==> src/rpm_pkg.sv <==
// Package for the relay pulse mapper: sizes, operation codes, entry types.
// No dependencies; imported by the top level and its checker.
`timescale 1ns / 1ps

package rpm_pkg;

  localparam int RELAYS = 32;
  localparam int PINS   = 32;
  localparam int IDX_W  = $clog2(RELAYS);
  localparam int PIN_W  = 5;
  localparam int MASK_W = 32;
  localparam int CNT_W  = 6;
  localparam int CD_W   = 9;

  // Operation codes of an input word.
  localparam logic [1:0] OP_LOAD    = 2'd0;
  localparam logic [1:0] OP_REQUEST = 2'd1;
  localparam logic [1:0] OP_TICK    = 2'd2;

  typedef enum logic [1:0] {
    ST_IDLE,
    ST_REQ_WR,
    ST_WALK
  } fsm_t;

  // One relay table entry, 21 bits.
  typedef struct packed {
    logic [PIN_W-1:0] on_pin;
    logic [PIN_W-1:0] off_pin;
    logic             bistable;
    logic             inv_on;
    logic             inv_off;
    logic [7:0]       pulse;
  } relay_entry_t;

  // Dynamic per-relay state, 13 bits.
  typedef struct packed {
    logic            pend_chg;
    logic            pend_lvl;
    logic            cur_lvl;
    logic            pulse_act;
    logic [CD_W-1:0] countdown;
  } relay_state_t;

  typedef struct packed {
    logic [MASK_W-1:0] en;
    logic [MASK_W-1:0] lv;
  } masks_t;

endpackage

==> src/relay_pulse_mapper.sv <==
// Relay pulse mapper top level: relay table memory, relay state memory, tick walker.
// Depends on rpm_pkg.
`timescale 1ns / 1ps

// A load word is written into the relay table as it is taken; a switch request
// reads the relay state memory as it is taken and writes it back from the
// ST_REQ_WR state. A tick with the lower layer idle walks relays
// 0 .. min(relay_count, 32)-1, one per cycle, reading one table entry and one
// state entry each cycle; its result word is registered after the last relay
// and strobed on out_valid for one cycle (registered from the tick itself when relay_count is 0).
// A busy tick gives no result. The result cannot be held off: the receiver must
// take it in the cycle out_valid is high. busy is high while a request or a walk
// is in progress; configuration may be written only while idle.
module relay_pulse_mapper
  import rpm_pkg::*;
(
  input  logic                clk,
  input  logic                rst_n,
  input  logic                start,
  output logic                busy,
  input  logic [1:0]          in_op,
  input  logic [4:0]          in_relay_index,
  input  logic [4:0]          in_on_pin,
  input  logic [4:0]          in_off_pin,
  input  logic                in_is_bistable,
  input  logic                in_invert_on,
  input  logic                in_invert_off,
  input  logic [7:0]          in_pulse_ticks,
  input  logic                in_switch_on,
  input  logic                in_lower_busy,
  output logic                out_valid,
  output logic [MASK_W-1:0]   out_pin_enable,
  output logic [MASK_W-1:0]   out_pin_level,
  output logic                out_io_request,
  input  logic                cfg_we,
  input  logic [CNT_W-1:0]    cfg_wdata
);

  // Writes one pin into the masks; pins outside the pin range are skipped.
  function automatic masks_t drive_pin(masks_t m, logic [PIN_W-1:0] pin, logic level);
    masks_t r;
    r = m;
    if (32'(pin) < PINS) begin
      r.en[pin] = 1'b1;
      r.lv[pin] = level;
    end
    return r;
  endfunction

  fsm_t               state_r, state_nxt;
  logic [CNT_W-1:0]   relay_count_r;
  logic [IDX_W-1:0]   walk_idx_r, walk_idx_nxt;
  logic [IDX_W-1:0]   req_idx_r;
  logic               req_lvl_r;
  masks_t             acc_r, acc_nxt;
  logic               acc_io_r, acc_io_nxt;
  logic               out_valid_r, out_valid_nxt;
  masks_t             out_r, out_nxt;
  logic               out_io_r, out_io_nxt;

  relay_entry_t       tbl_mem [RELAYS];
  relay_entry_t       tbl_rdata_r;
  relay_state_t       st_mem [RELAYS];
  relay_state_t       st_rdata_r;
  logic [RELAYS-1:0]  st_valid_r;
  logic               st_vld_rd_r;

  logic               accept;
  logic [IDX_W-1:0]   rd_addr;
  logic               st_we;
  logic [IDX_W-1:0]   st_waddr;
  relay_state_t       st_wdata;
  logic [CNT_W-1:0]   walk_len;
  logic               walk_last;
  relay_state_t       st_cur;
  relay_state_t       st_new;
  masks_t             walk_m;
  logic               walk_io;
  relay_entry_t       load_entry;

  assign busy   = (state_r != ST_IDLE);
  assign accept = start && !busy;

  // Relay count above the table size walks the whole table.
  assign walk_len  = (relay_count_r > CNT_W'(RELAYS)) ? CNT_W'(RELAYS) : relay_count_r;
  assign walk_last = (CNT_W'(walk_idx_r) + CNT_W'(1)) == walk_len;

  assign load_entry = '{on_pin:   in_on_pin,
                        off_pin:  in_off_pin,
                        bistable: in_is_bistable,
                        inv_on:   in_invert_on,
                        inv_off:  in_invert_off,
                        pulse:    in_pulse_ticks};

  // Read address: the requested relay, the next walked relay, or relay zero.
  always_comb begin
    priority if (state_r == ST_WALK) begin
      rd_addr = walk_idx_r + 1'b1;
    end else if (accept && in_op == OP_REQUEST) begin
      rd_addr = in_relay_index[IDX_W-1:0];
    end else begin
      rd_addr = '0;
    end
  end

  // Relay table memory, written by load words.
  always_ff @(posedge clk) begin
    if (accept && in_op == OP_LOAD) begin
      tbl_mem[in_relay_index[IDX_W-1:0]] <= load_entry;
    end
    tbl_rdata_r <= tbl_mem[rd_addr];
  end

  // Relay state memory; an entry that was never written reads as zero.
  always_ff @(posedge clk) begin
    if (st_we) begin
      st_mem[st_waddr] <= st_wdata;
    end
    st_rdata_r <= st_mem[rd_addr];
  end

  always_ff @(posedge clk) begin
    if (!rst_n) begin
      st_valid_r  <= '0;
      st_vld_rd_r <= 1'b0;
    end else begin
      if (st_we) begin
        st_valid_r[st_waddr] <= 1'b1;
      end
      st_vld_rd_r <= st_valid_r[rd_addr];
    end
  end

  assign st_cur = st_vld_rd_r ? st_rdata_r : '0;

  // One relay step: start a pending change, then run the pulse countdown.
  always_comb begin
    walk_m  = acc_r;
    walk_io = acc_io_r;
    st_new  = st_cur;
    if (st_cur.pend_chg) begin
      priority if (st_cur.pend_lvl) begin
        walk_m = drive_pin(walk_m, tbl_rdata_r.on_pin, !tbl_rdata_r.inv_on);
      end else if (tbl_rdata_r.bistable) begin
        walk_m = drive_pin(walk_m, tbl_rdata_r.off_pin, !tbl_rdata_r.inv_off);
      end else begin
        walk_m = drive_pin(walk_m, tbl_rdata_r.on_pin, tbl_rdata_r.inv_on);
      end
      st_new.countdown = {1'b0, tbl_rdata_r.pulse} + CD_W'(1);
      st_new.pulse_act = 1'b1;
      st_new.cur_lvl   = st_cur.pend_lvl;
      st_new.pend_chg  = 1'b0;
      walk_io          = 1'b1;
    end
    if (st_new.pulse_act) begin
      st_new.countdown = st_new.countdown - CD_W'(1);
      if (st_new.countdown == '0) begin
        // Pulse end: a bistable relay releases the coil it last drove.
        if (tbl_rdata_r.bistable) begin
          if (st_new.cur_lvl) begin
            walk_m = drive_pin(walk_m, tbl_rdata_r.on_pin, tbl_rdata_r.inv_on);
          end else begin
            walk_m = drive_pin(walk_m, tbl_rdata_r.off_pin, tbl_rdata_r.inv_off);
          end
          walk_io = 1'b1;
        end
        st_new.pulse_act = 1'b0;
      end
    end
  end

  // Sequencer: next state, memory writes and result word.
  always_comb begin
    state_nxt     = state_r;
    walk_idx_nxt  = walk_idx_r;
    acc_nxt       = acc_r;
    acc_io_nxt    = acc_io_r;
    out_valid_nxt = 1'b0;
    out_nxt       = out_r;
    out_io_nxt    = out_io_r;
    st_we         = 1'b0;
    st_waddr      = walk_idx_r;
    st_wdata      = st_new;
    unique case (state_r)
      ST_IDLE: begin
        if (accept && in_op == OP_REQUEST) begin
          state_nxt = ST_REQ_WR;
        end else if (accept && in_op == OP_TICK && !in_lower_busy) begin
          walk_idx_nxt = '0;
          acc_nxt      = '0;
          acc_io_nxt   = 1'b0;
          if (walk_len == '0) begin
            out_valid_nxt = 1'b1;
            out_nxt       = '0;
            out_io_nxt    = 1'b0;
          end else begin
            state_nxt = ST_WALK;
          end
        end
      end
      ST_REQ_WR: begin
        st_we             = 1'b1;
        st_waddr          = req_idx_r;
        st_wdata          = st_cur;
        st_wdata.pend_chg = 1'b1;
        st_wdata.pend_lvl = req_lvl_r;
        state_nxt         = ST_IDLE;
      end
      ST_WALK: begin
        st_we      = 1'b1;
        acc_nxt    = walk_m;
        acc_io_nxt = walk_io;
        if (walk_last) begin
          out_valid_nxt = 1'b1;
          out_nxt       = walk_m;
          out_io_nxt    = walk_io;
          state_nxt     = ST_IDLE;
        end else begin
          walk_idx_nxt = walk_idx_r + 1'b1;
        end
      end
      default: begin
        state_nxt = ST_IDLE;
      end
    endcase
  end

  // Control registers.
  always_ff @(posedge clk) begin
    if (!rst_n) begin
      state_r       <= ST_IDLE;
      relay_count_r <= '0;
      out_valid_r   <= 1'b0;
    end else begin
      state_r     <= state_nxt;
      out_valid_r <= out_valid_nxt;
      if (cfg_we) begin
        relay_count_r <= cfg_wdata;
      end
    end
  end

  // Payload registers.
  always_ff @(posedge clk) begin
    walk_idx_r <= walk_idx_nxt;
    acc_r      <= acc_nxt;
    acc_io_r   <= acc_io_nxt;
    out_r      <= out_nxt;
    out_io_r   <= out_io_nxt;
    if (accept && in_op == OP_REQUEST) begin
      req_idx_r <= in_relay_index[IDX_W-1:0];
      req_lvl_r <= in_switch_on;
    end
  end

  assign out_valid      = out_valid_r;
  assign out_pin_enable = out_r.en;
  assign out_pin_level  = out_r.lv;
  assign out_io_request = out_io_r;

endmodule

==> config.mk <==
export PLATFORM = sky130hd
export DESIGN_NAME = relay_pulse_mapper
export DESIGN_NICKNAME = d
export VERILOG_FILES = /design/src/rpm_pkg.sv /design/src/relay_pulse_mapper.sv
export SDC_FILE = /design/constraint.sdc
export NUM_CORES = 1
export LEC_CHECK = 0
export ABC_AREA = 1
export BUFFER_PORTS_ARGS = -buffer_cell sky130_fd_sc_hd__buf_4
export CAP_MARGIN = 5
export CELL_PAD_IN_SITES_DETAIL_PLACEMENT = 1
export CELL_PAD_IN_SITES_GLOBAL_PLACEMENT = 1
export CORE_MARGIN = 5
export CORE_UTILIZATION = 25
export CTS_CLUSTER_DIAMETER = 40
export DETAILED_ROUTE_END_ITERATION = 6
export GPL_TIMING_DRIVEN = 0
export PLACE_DENSITY = 0.54
export SKIP_LAST_GASP = 1
export SYNTH_ARGS = -nofsm -noshare
export SYNTH_HDL_FRONTEND = slang
export SYNTH_SLANG_ARGS = --single-unit
==> constraint.sdc <==
create_clock -name clk -period 22.6 [get_ports clk]
set_input_delay 3.39 -clock clk [delete_from_list [all_inputs] [get_ports clk]]
set_output_delay 3.39 -clock clk [all_outputs]
set_load 0.02 [all_outputs]
==> results.ini, run 1 <==
[drt]
vias_per_cell=4.92
drt_first_iter_violations=3971
drtAntennaViolNets=0
drt_drc=0
detailroute.via_count=43191
routedWlPerCell_microns=25.6
detail_route.first_pass.iterations=7
routed_wirelength_microns=225000

[worst_setup_path]
data_required_time_of_the_critical_path_ns=23.28
worstSetupEndpointType=flip-flop
criticalPathCategory=primary input to flip-flop
cp_startpoint=in_op[1]
rr_startpoint=state_r[0]$_SDFFE_PN0P_
crit_path_max_fanout=10
critical_path.startpoint_type=primary input
critical_path_arrival_ns=7.38
setup.reg_to_reg.worst_slack_ns=17.74

[place]
port-buffer-count=106
routability_congestion_estimate_from_global_placement=0.895
post-place-cells=8388
place.detailed.hpwl_microns=159000

[sta]
report.final.hold_viol_count=0
total_negative_setup_slack_ns=0
max-slew-margin-rel_pct=11.8
tightestPinTransition_ns=1.32
setup_viol=0
layout_worst_path_cycle_share_pct=29.7
fin_worst_skew_ns=0.0824
slew_viol_final=0
achievable-frequency_mhz=149
timing.final.crit_period_ns=6.70
grt_setup_unrepaired=false

[yosys]
synth_cell_types=43
post_synth_edffs=1229
async_flop_share_pct=0
synth.avg_cell_area_sq_um=10.8
postSynthRegisterBits=1305
synthFlopType=sky130_fd_sc_hd__edfxtp_1
post_synthesis_cell_area_sq_um=56500
postSynthCellCount=5224
synth_nets=5271
yosys_warnings=0
part_of_the_yosys_area_used_for_sequential_elements_pct=68.0

[job]
max_cap_viol_count=0

[die]
die_y_microns=485
floorplan.initialDensity_pct=25.1
die_area_sq_um=236000
fp-row-count=174
fp.coreArea_sq_um=225000
io_pins=107
chipWidth_microns=485

[clocking]
cts.reportedPaths.clkPinSlew_ns=0.05
clk_path_buf_depth=3
cts-htree-levels=4
clock_insertion_delay_worst_skew_ns=0.87
cts_tree=done
cell_chosen_for_the_clock_root=sky130_fd_sc_hd__clkbuf_16
cts-hold-fix-buffers=0
cts_repair_resize_count=0
number_of_clock_sinks_seen_by_cts=1305
cts_buffers=201
post_cts.repair.setup_buffers=0

[cells_and_area]
layout_commonest_cell=sky130_fd_sc_hd__edfxtp_1
finish.net_count=5646
non_filler_cells_final=8774
commonest_cells_after_routing_fill_and_taps_aside=sky130_fd_sc_hd__edfxtp_1 (1229), sky130_fd_sc_hd__nor2_1 (1049), sky130_fd_sc_hd__nand2_1 (677), sky130_fd_sc_hd__o21ai_0 (651), sky130_fd_sc_hd__nand3_1 (344)
post_route_cells_drive_above_1_share_pct=12.8
flow.area_growth_from_synthesis_pct=23.2
fill_cells=25006

[grt]
wire_length_of_the_first_global_routing_pass_microns=318000
grt_overflow=0
number_of_global_route_vias_before_repair=44023
grt_antenna_before_repair=12
grt_util_all_layers_pct=18.5
pin_count_of_the_biggest_net_entering_global_routing=38

[pwr]
cellPowerDensity_nw_per_um2=141
pleak_nw=24.1
peakVddDrop_uv=93.6

[outcome]
outcome=finished, final reports clean

[hold_path]
timing.hold.worst.class=flip-flop to flip-flop
worstHoldStart=st_valid_r[12]$_SDFFE_PN0N_

[logic make-up after synthesis]
| group | after synthesis | synth area share [%] |
|---|---|---|
| AOI/OAI and AO/OA | 1095 | 11.5 |
| xor gates and xnor gates | 6 | 0.0930 |
| adders and majority gates | 7 | 0.155 |
| buffers and inverters | 584 | 4.19 |
| DFF | 1305 | 68.0 |
| muxes | 1 | 0.0177 |
| and+or+nand+nor | 2226 | 16.1 |
[final cells by class]
type	count	area, sq um	share of cell area [%]
sequential	1305	38400	55.2
multi-input combinational	3335	16000	23.0
clock buffer	228	5250	7.54
tap	2992	3740	5.38
timing repair buffer	172	1900	2.73
clock inverter	150	1870	2.68
buffer	326	1400	2.01
inverter	258	968	1.39
antenna	8	20.0	0.0288
[layer usage]
metal / GRT usage (%) / vias up / routed length (microns)
li1: - / 19378 / -
met5: 0 / - / 27
met1: 24.4 / 21922 / 98000
met2: 29.5 / 1463 / 102000
met4: 7.41 / 4 / 9380
met3: 3.91 / 424 / 15200
[cells in the mapped netlist (5+ instances only)]
| cell type | number | area share (%) |
|---|---|---|
| sky130_fd_sc_hd__and2_1 | 26 | 0.29 |
| sky130_fd_sc_hd__a31oi_1 | 6 | 0.066 |
| sky130_fd_sc_hd__nor2_2 | 8 | 0.089 |
| sky130_fd_sc_hd__dfxtp_1 | 76 | 2.7 |
| sky130_fd_sc_hd__o221ai_1 | 102 | 1.6 |
| sky130_fd_sc_hd__o211ai_1 | 214 | 2.8 |
| sky130_fd_sc_hd__nand3_1 | 344 | 3.0 |
| sky130_fd_sc_hd__inv_1 | 244 | 1.6 |
| sky130_fd_sc_hd__buf_1 | 20 | 0.13 |
| sky130_fd_sc_hd__nand2_1 | 678 | 4.5 |
| sky130_fd_sc_hd__a211oi_1 | 15 | 0.20 |
| sky130_fd_sc_hd__o21ai_0 | 657 | 5.8 |
| sky130_fd_sc_hd__a21oi_1 | 86 | 0.76 |
| sky130_fd_sc_hd__buf_6 | 5 | 0.10 |
| sky130_fd_sc_hd__nor2_1 | 1107 | 7.4 |
| sky130_fd_sc_hd__clkbuf_1 | 197 | 1.3 |
| sky130_fd_sc_hd__or2_2 | 7 | 0.077 |
| sky130_fd_sc_hd__nand4_1 | 35 | 0.39 |
| sky130_fd_sc_hd__edfxtp_1 | 1229 | 65 |
| sky130_fd_sc_hd__ha_1 | 7 | 0.15 |
| sky130_fd_sc_hd__inv_2 | 12 | 0.080 |
| sky130_fd_sc_hd__nand2_2 | 7 | 0.077 |
| sky130_fd_sc_hd__buf_2 | 100 | 0.89 |
[power breakdown]
group	internal (mW)	total [mW]	switching (mW)
Clock	1.98	3.25	1.27
Sequential	3.00	3.08	0.0792
Combinational	0.814	3.52	2.70
[registers in the layout, summed over array words and instances (netlist names), 5 cells and up]
name	count
acc_r	64
st_valid_r	32
tbl_mem	672
st_mem	416
relay_count_r	6
req_idx_r	5
walk_idx_r	5
out_pin_level	32
tbl_rdata_r	21
st_rdata_r	13
out_pin_enable	32
[worst max-delay path, stage by stage]
cell and delay, ns:
sky130_fd_sc_hd__buf_4 0.11, sky130_fd_sc_hd__inv_1 0.06, sky130_fd_sc_hd__nand4_1 0.22, sky130_fd_sc_hd__inv_2 0.30, sky130_fd_sc_hd__nand2_2 0.12, sky130_fd_sc_hd__o22ai_2 0.66
sky130_fd_sc_hd__buf_2 0.54, sky130_fd_sc_hd__buf_1 0.96, sky130_fd_sc_hd__o221ai_1 0.30, sky130_fd_sc_hd__nand3_1 0.25, sky130_fd_sc_hd__nand2_1 0.19, sky130_fd_sc_hd__nand2_1 0.14
sky130_fd_sc_hd__nand2_1 0.11
[worst paths after layout]
check	cells after the start	end
min reg2reg	2	st_valid_r[12]$_SDFFE_PN0N_
max reg2reg	13	tbl_rdata_r[0]$_DFF_P_
min	2	st_valid_r[12]$_SDFFE_PN0N_
max	13	tbl_rdata_r[0]$_DFF_P_
[stage by stage]
stage          utilization (%)  hold slack (ns)  cell area (sq um)  total power [mW]  worst slack (ns)
2_1_floorplan                -            0.435              56500              4.86              7.87
3_3_place_gp              27.1            0.446              61000              6.48              1.95
3_5_place_dp              27.8            0.451              62500              6.60             15.11
4_1_cts                   30.9            0.463              69600              9.87             16.02
5_1_grt                   30.9            0.480              69600              10.2             15.84
6_report                  31.0            0.467              69600              9.84             15.90
No activity file was read; power rests on OpenSTA's default activity.
==> run 2: changes to the inputs <==
- PLACE_DENSITY: 0.54 -> 0.56
- clock period: 22.6 -> 5.7 ns (I/O delays scaled with it)
==> run 2 against run 1 <==
Critical path depth unchanged. First-iteration DRC count fell by 8.3%. Power grew to 4.0 times the previous value. Sequential share of layout area is 0.12 points lower. Die area is the same. Register-to-register slack got worse by 17 ns. Hold slack lost 0.24 ns. Count of clock-buffer cells in the layout down 8. Final cell count hardly changed. Non-clock buffer count up 1. Final area increased by 0.22%. Combinational power rose to 3.9 times the previous value.
==> results.ini, run 2 (synthesis gave the netlist of run 1 again) <==
[sta]
tightestPinTransition_ns=1.33  ; +0.00744 ns
hold_slack_ns=0.228  ; -0.239 ns
layout_worst_path_cycle_share_pct=89.3
timing.final.crit_period_ns=5.09
final_critical_path_setup_slack_ns=0.608  ; -15.29 ns
grt_setup_unrepaired=false
max-slew-margin-rel_pct=11.3  ; -0.50 points
fin_worst_skew_ns=0.0839  ; +0.00155 ns
achievable-frequency_mhz=196
slew_viol_final=0  ; unchanged
report.final.hold_viol_count=0  ; unchanged
setup_viol=0  ; unchanged
total_negative_setup_slack_ns=0  ; unchanged

[clocking]
cts_tree=done
cell_chosen_for_the_clock_root=sky130_fd_sc_hd__clkbuf_16
cts_buffers=202  ; +0.50%
clock_insertion_delay_worst_skew_ns=0.86  ; about the same
clk_path_buf_depth=3  ; unchanged
cts-htree-levels=4  ; unchanged
cts_repair_resize_count=0  ; unchanged
cts.reportedPaths.clkPinSlew_ns=0.06  ; about the same
post_cts.repair.setup_buffers=0  ; unchanged
number_of_clock_sinks_seen_by_cts=1305  ; unchanged
cts-hold-fix-buffers=0  ; unchanged

[worst_setup_path]
data_required_time_of_the_critical_path_ns=6.35  ; -16.93 ns
worst_path_most_repeated_cell=sky130_fd_sc_hd__nand2_1
cp_slowest_stage_delay_ns=1.02  ; +0.06 ns
crit_path_max_fanout=10  ; unchanged
chain_of_cells_forming_the_critical_path=inv_1 -> ha_1 -> nand4_1 -> inv_2 -> nand2_2 -> o22ai_2 -> buf_2 -> buf_1 -> o221ai_1 -> nand3_1 -> nand2_1 -> nand2_1 -> nand2_1
criticalPathCategory=flip-flop to flip-flop
cp_startpoint=state_r[1]$_SDFFE_PN0P_
worstSetupEndpointType=flip-flop
critical_path.startpoint_type=flip-flop
critical_path_arrival_ns=5.75  ; -1.63 ns
critical_path.slowest_cell=sky130_fd_sc_hd__buf_1
rr_startpoint=state_r[1]$_SDFFE_PN0P_

[place]
port-buffer-count=106  ; unchanged
dpl_cell_area_sq_um=62500  ; about the same
routability_congestion_estimate_from_global_placement=0.885  ; -1.1%
place.detailed.hpwl_microns=157000  ; -1.5%
detailedPlace.worstSlack_ns=0.638  ; -14.47 ns

[cells_and_area]
finish.net_count=5648  ; +0.035%
post_route_cells_drive_above_1_share_pct=12.9  ; +0.13 points
commonest_cells_after_routing_fill_and_taps_aside=sky130_fd_sc_hd__edfxtp_1 (1229), sky130_fd_sc_hd__nor2_1 (1052), sky130_fd_sc_hd__nand2_1 (677), sky130_fd_sc_hd__o21ai_0 (651), sky130_fd_sc_hd__nand3_1 (344)
largest_register_ff_count=672  ; unchanged
stdcell_area_sq_um=69800  ; +0.22%
flow.area_growth_from_synthesis_pct=23.5
layout_commonest_cell=sky130_fd_sc_hd__edfxtp_1

[die]
chipWidth_microns=485  ; unchanged
fp-row-count=174  ; unchanged
io_pins=107  ; unchanged
die_y_microns=485  ; unchanged
die_area_sq_um=236000  ; unchanged
fp.coreArea_sq_um=225000  ; unchanged
floorplan.initialDensity_pct=25.1  ; unchanged

[outcome]
outcome=finished, final reports clean

[drt]
routed_wirelength_microns=222000  ; -1.4%
drt_drc=0  ; unchanged
detailroute.via_count=43289  ; +0.23%
vias_per_cell=4.93  ; +0.16%
drtAntennaViolNets=0  ; unchanged
detail_route.first_pass.iterations=6  ; -1
drt_first_iter_violations=3641  ; -8.3%
routedWlPerCell_microns=25.3  ; -1.4%

[hold_path]
worstHoldStart=in_relay_index[1]
timing.hold.worst.class=primary input to flip-flop

[pwr]
cellPowerDensity_nw_per_um2=559  ; +300%
peakVddDrop_uv=380  ; +310%
pleak_nw=24.2  ; +0.20%

[grt]
number_of_global_route_vias_before_repair=44139  ; +0.26%
grt_util_all_layers_pct=18.2  ; -0.23 points
pin_count_of_the_biggest_net_entering_global_routing=38  ; unchanged
grt_antenna_before_repair=16  ; +4
grt_overflow=0  ; unchanged
wire_length_of_the_first_global_routing_pass_microns=316000  ; -0.74%

[job]
max_cap_viol_count=0  ; unchanged

==> run 2: cell types whose count changed in the layout (fill, tap and decap cells not counted), moves of 6 or more <==
| cell | delta |
|---|---|
| sky130_fd_sc_hd__buf_16 | -6 |
| sky130_fd_sc_hd__buf_6 | +7 |
| sky130_fd_sc_hd__buf_4 | -6 |
| sky130_fd_sc_hd__clkinvlp_4 | +6 |
| sky130_fd_sc_hd__clkbuf_1 | -6 |
| sky130_fd_sc_hd__clkinv_4 | -9 |
==> run 2: path summary, 6_finish.rpt <==
path | endpoint | slack [ns] | cells past startpoint
worst min-delay path | req_idx_r[1]$_DFFE_PP_ | 0.23 | 1
worst min register to register | st_valid_r[2]$_SDFFE_PN0N_ | 0.47 | 2
worst max register to register | tbl_rdata_r[0]$_DFF_P_ | 0.61 | 13
worst max-delay path | tbl_rdata_r[0]$_DFF_P_ | 0.61 | 13
==> run 2: power by group <==
group / total (mW) / switching [mW] / internal [mW]
clock: 13.1 / 5.06 / 8.04
sequential: 12.2 / 0.318 / 11.9
combinational: 13.7 / 10.5 / 3.19
total: 39.0 / 15.9 / 23.1
==> run 2: worst max-delay path, delay by kind of cell, from the launching register on <==
kind / cells / cell delay [ns]
flops: 1 / 0.31
buf+inv: 4 / 2.04
compound gates: 2 / 1.00
simple gates: 6 / 1.10
fa+ha+maj: 1 / 0.43
==> run 2: through the flow <==
step	util, %	std cells	total power [mW]
6_report	31.0	8780	39.0
5_1_grt	31.0	8771	40.6
4_1_cts	31.0	8769	39.1
3_5_place_dp	27.8	8388	26.0
3_3_place_gp	27.2	8322	25.4
2_1_floorplan	-	5224	19.2
==> run 2: routing by layer <==
layer	vias to the layer above	wire length (microns)	global-route usage [%]
met2	1511	103000	29.8
met5	-	8	0
met3	400	14700	3.47
met4	2	8870	7.12
li1	19390	-	-
met1	21986	95500	23.9
==> run 2: cell type report <==
class | instances | area, sq um
fill | 25094 | 155000
sequential | 1305 | 38400
multi-input combinational | 3335 | 16100
clock buffer | 220 | 5160
tap | 2992 | 3740
clock inverter | 161 | 2090
timing repair buffer | 173 | 1890
buffer | 326 | 1400
inverter | 258 | 968
antenna | 10 | 25.0
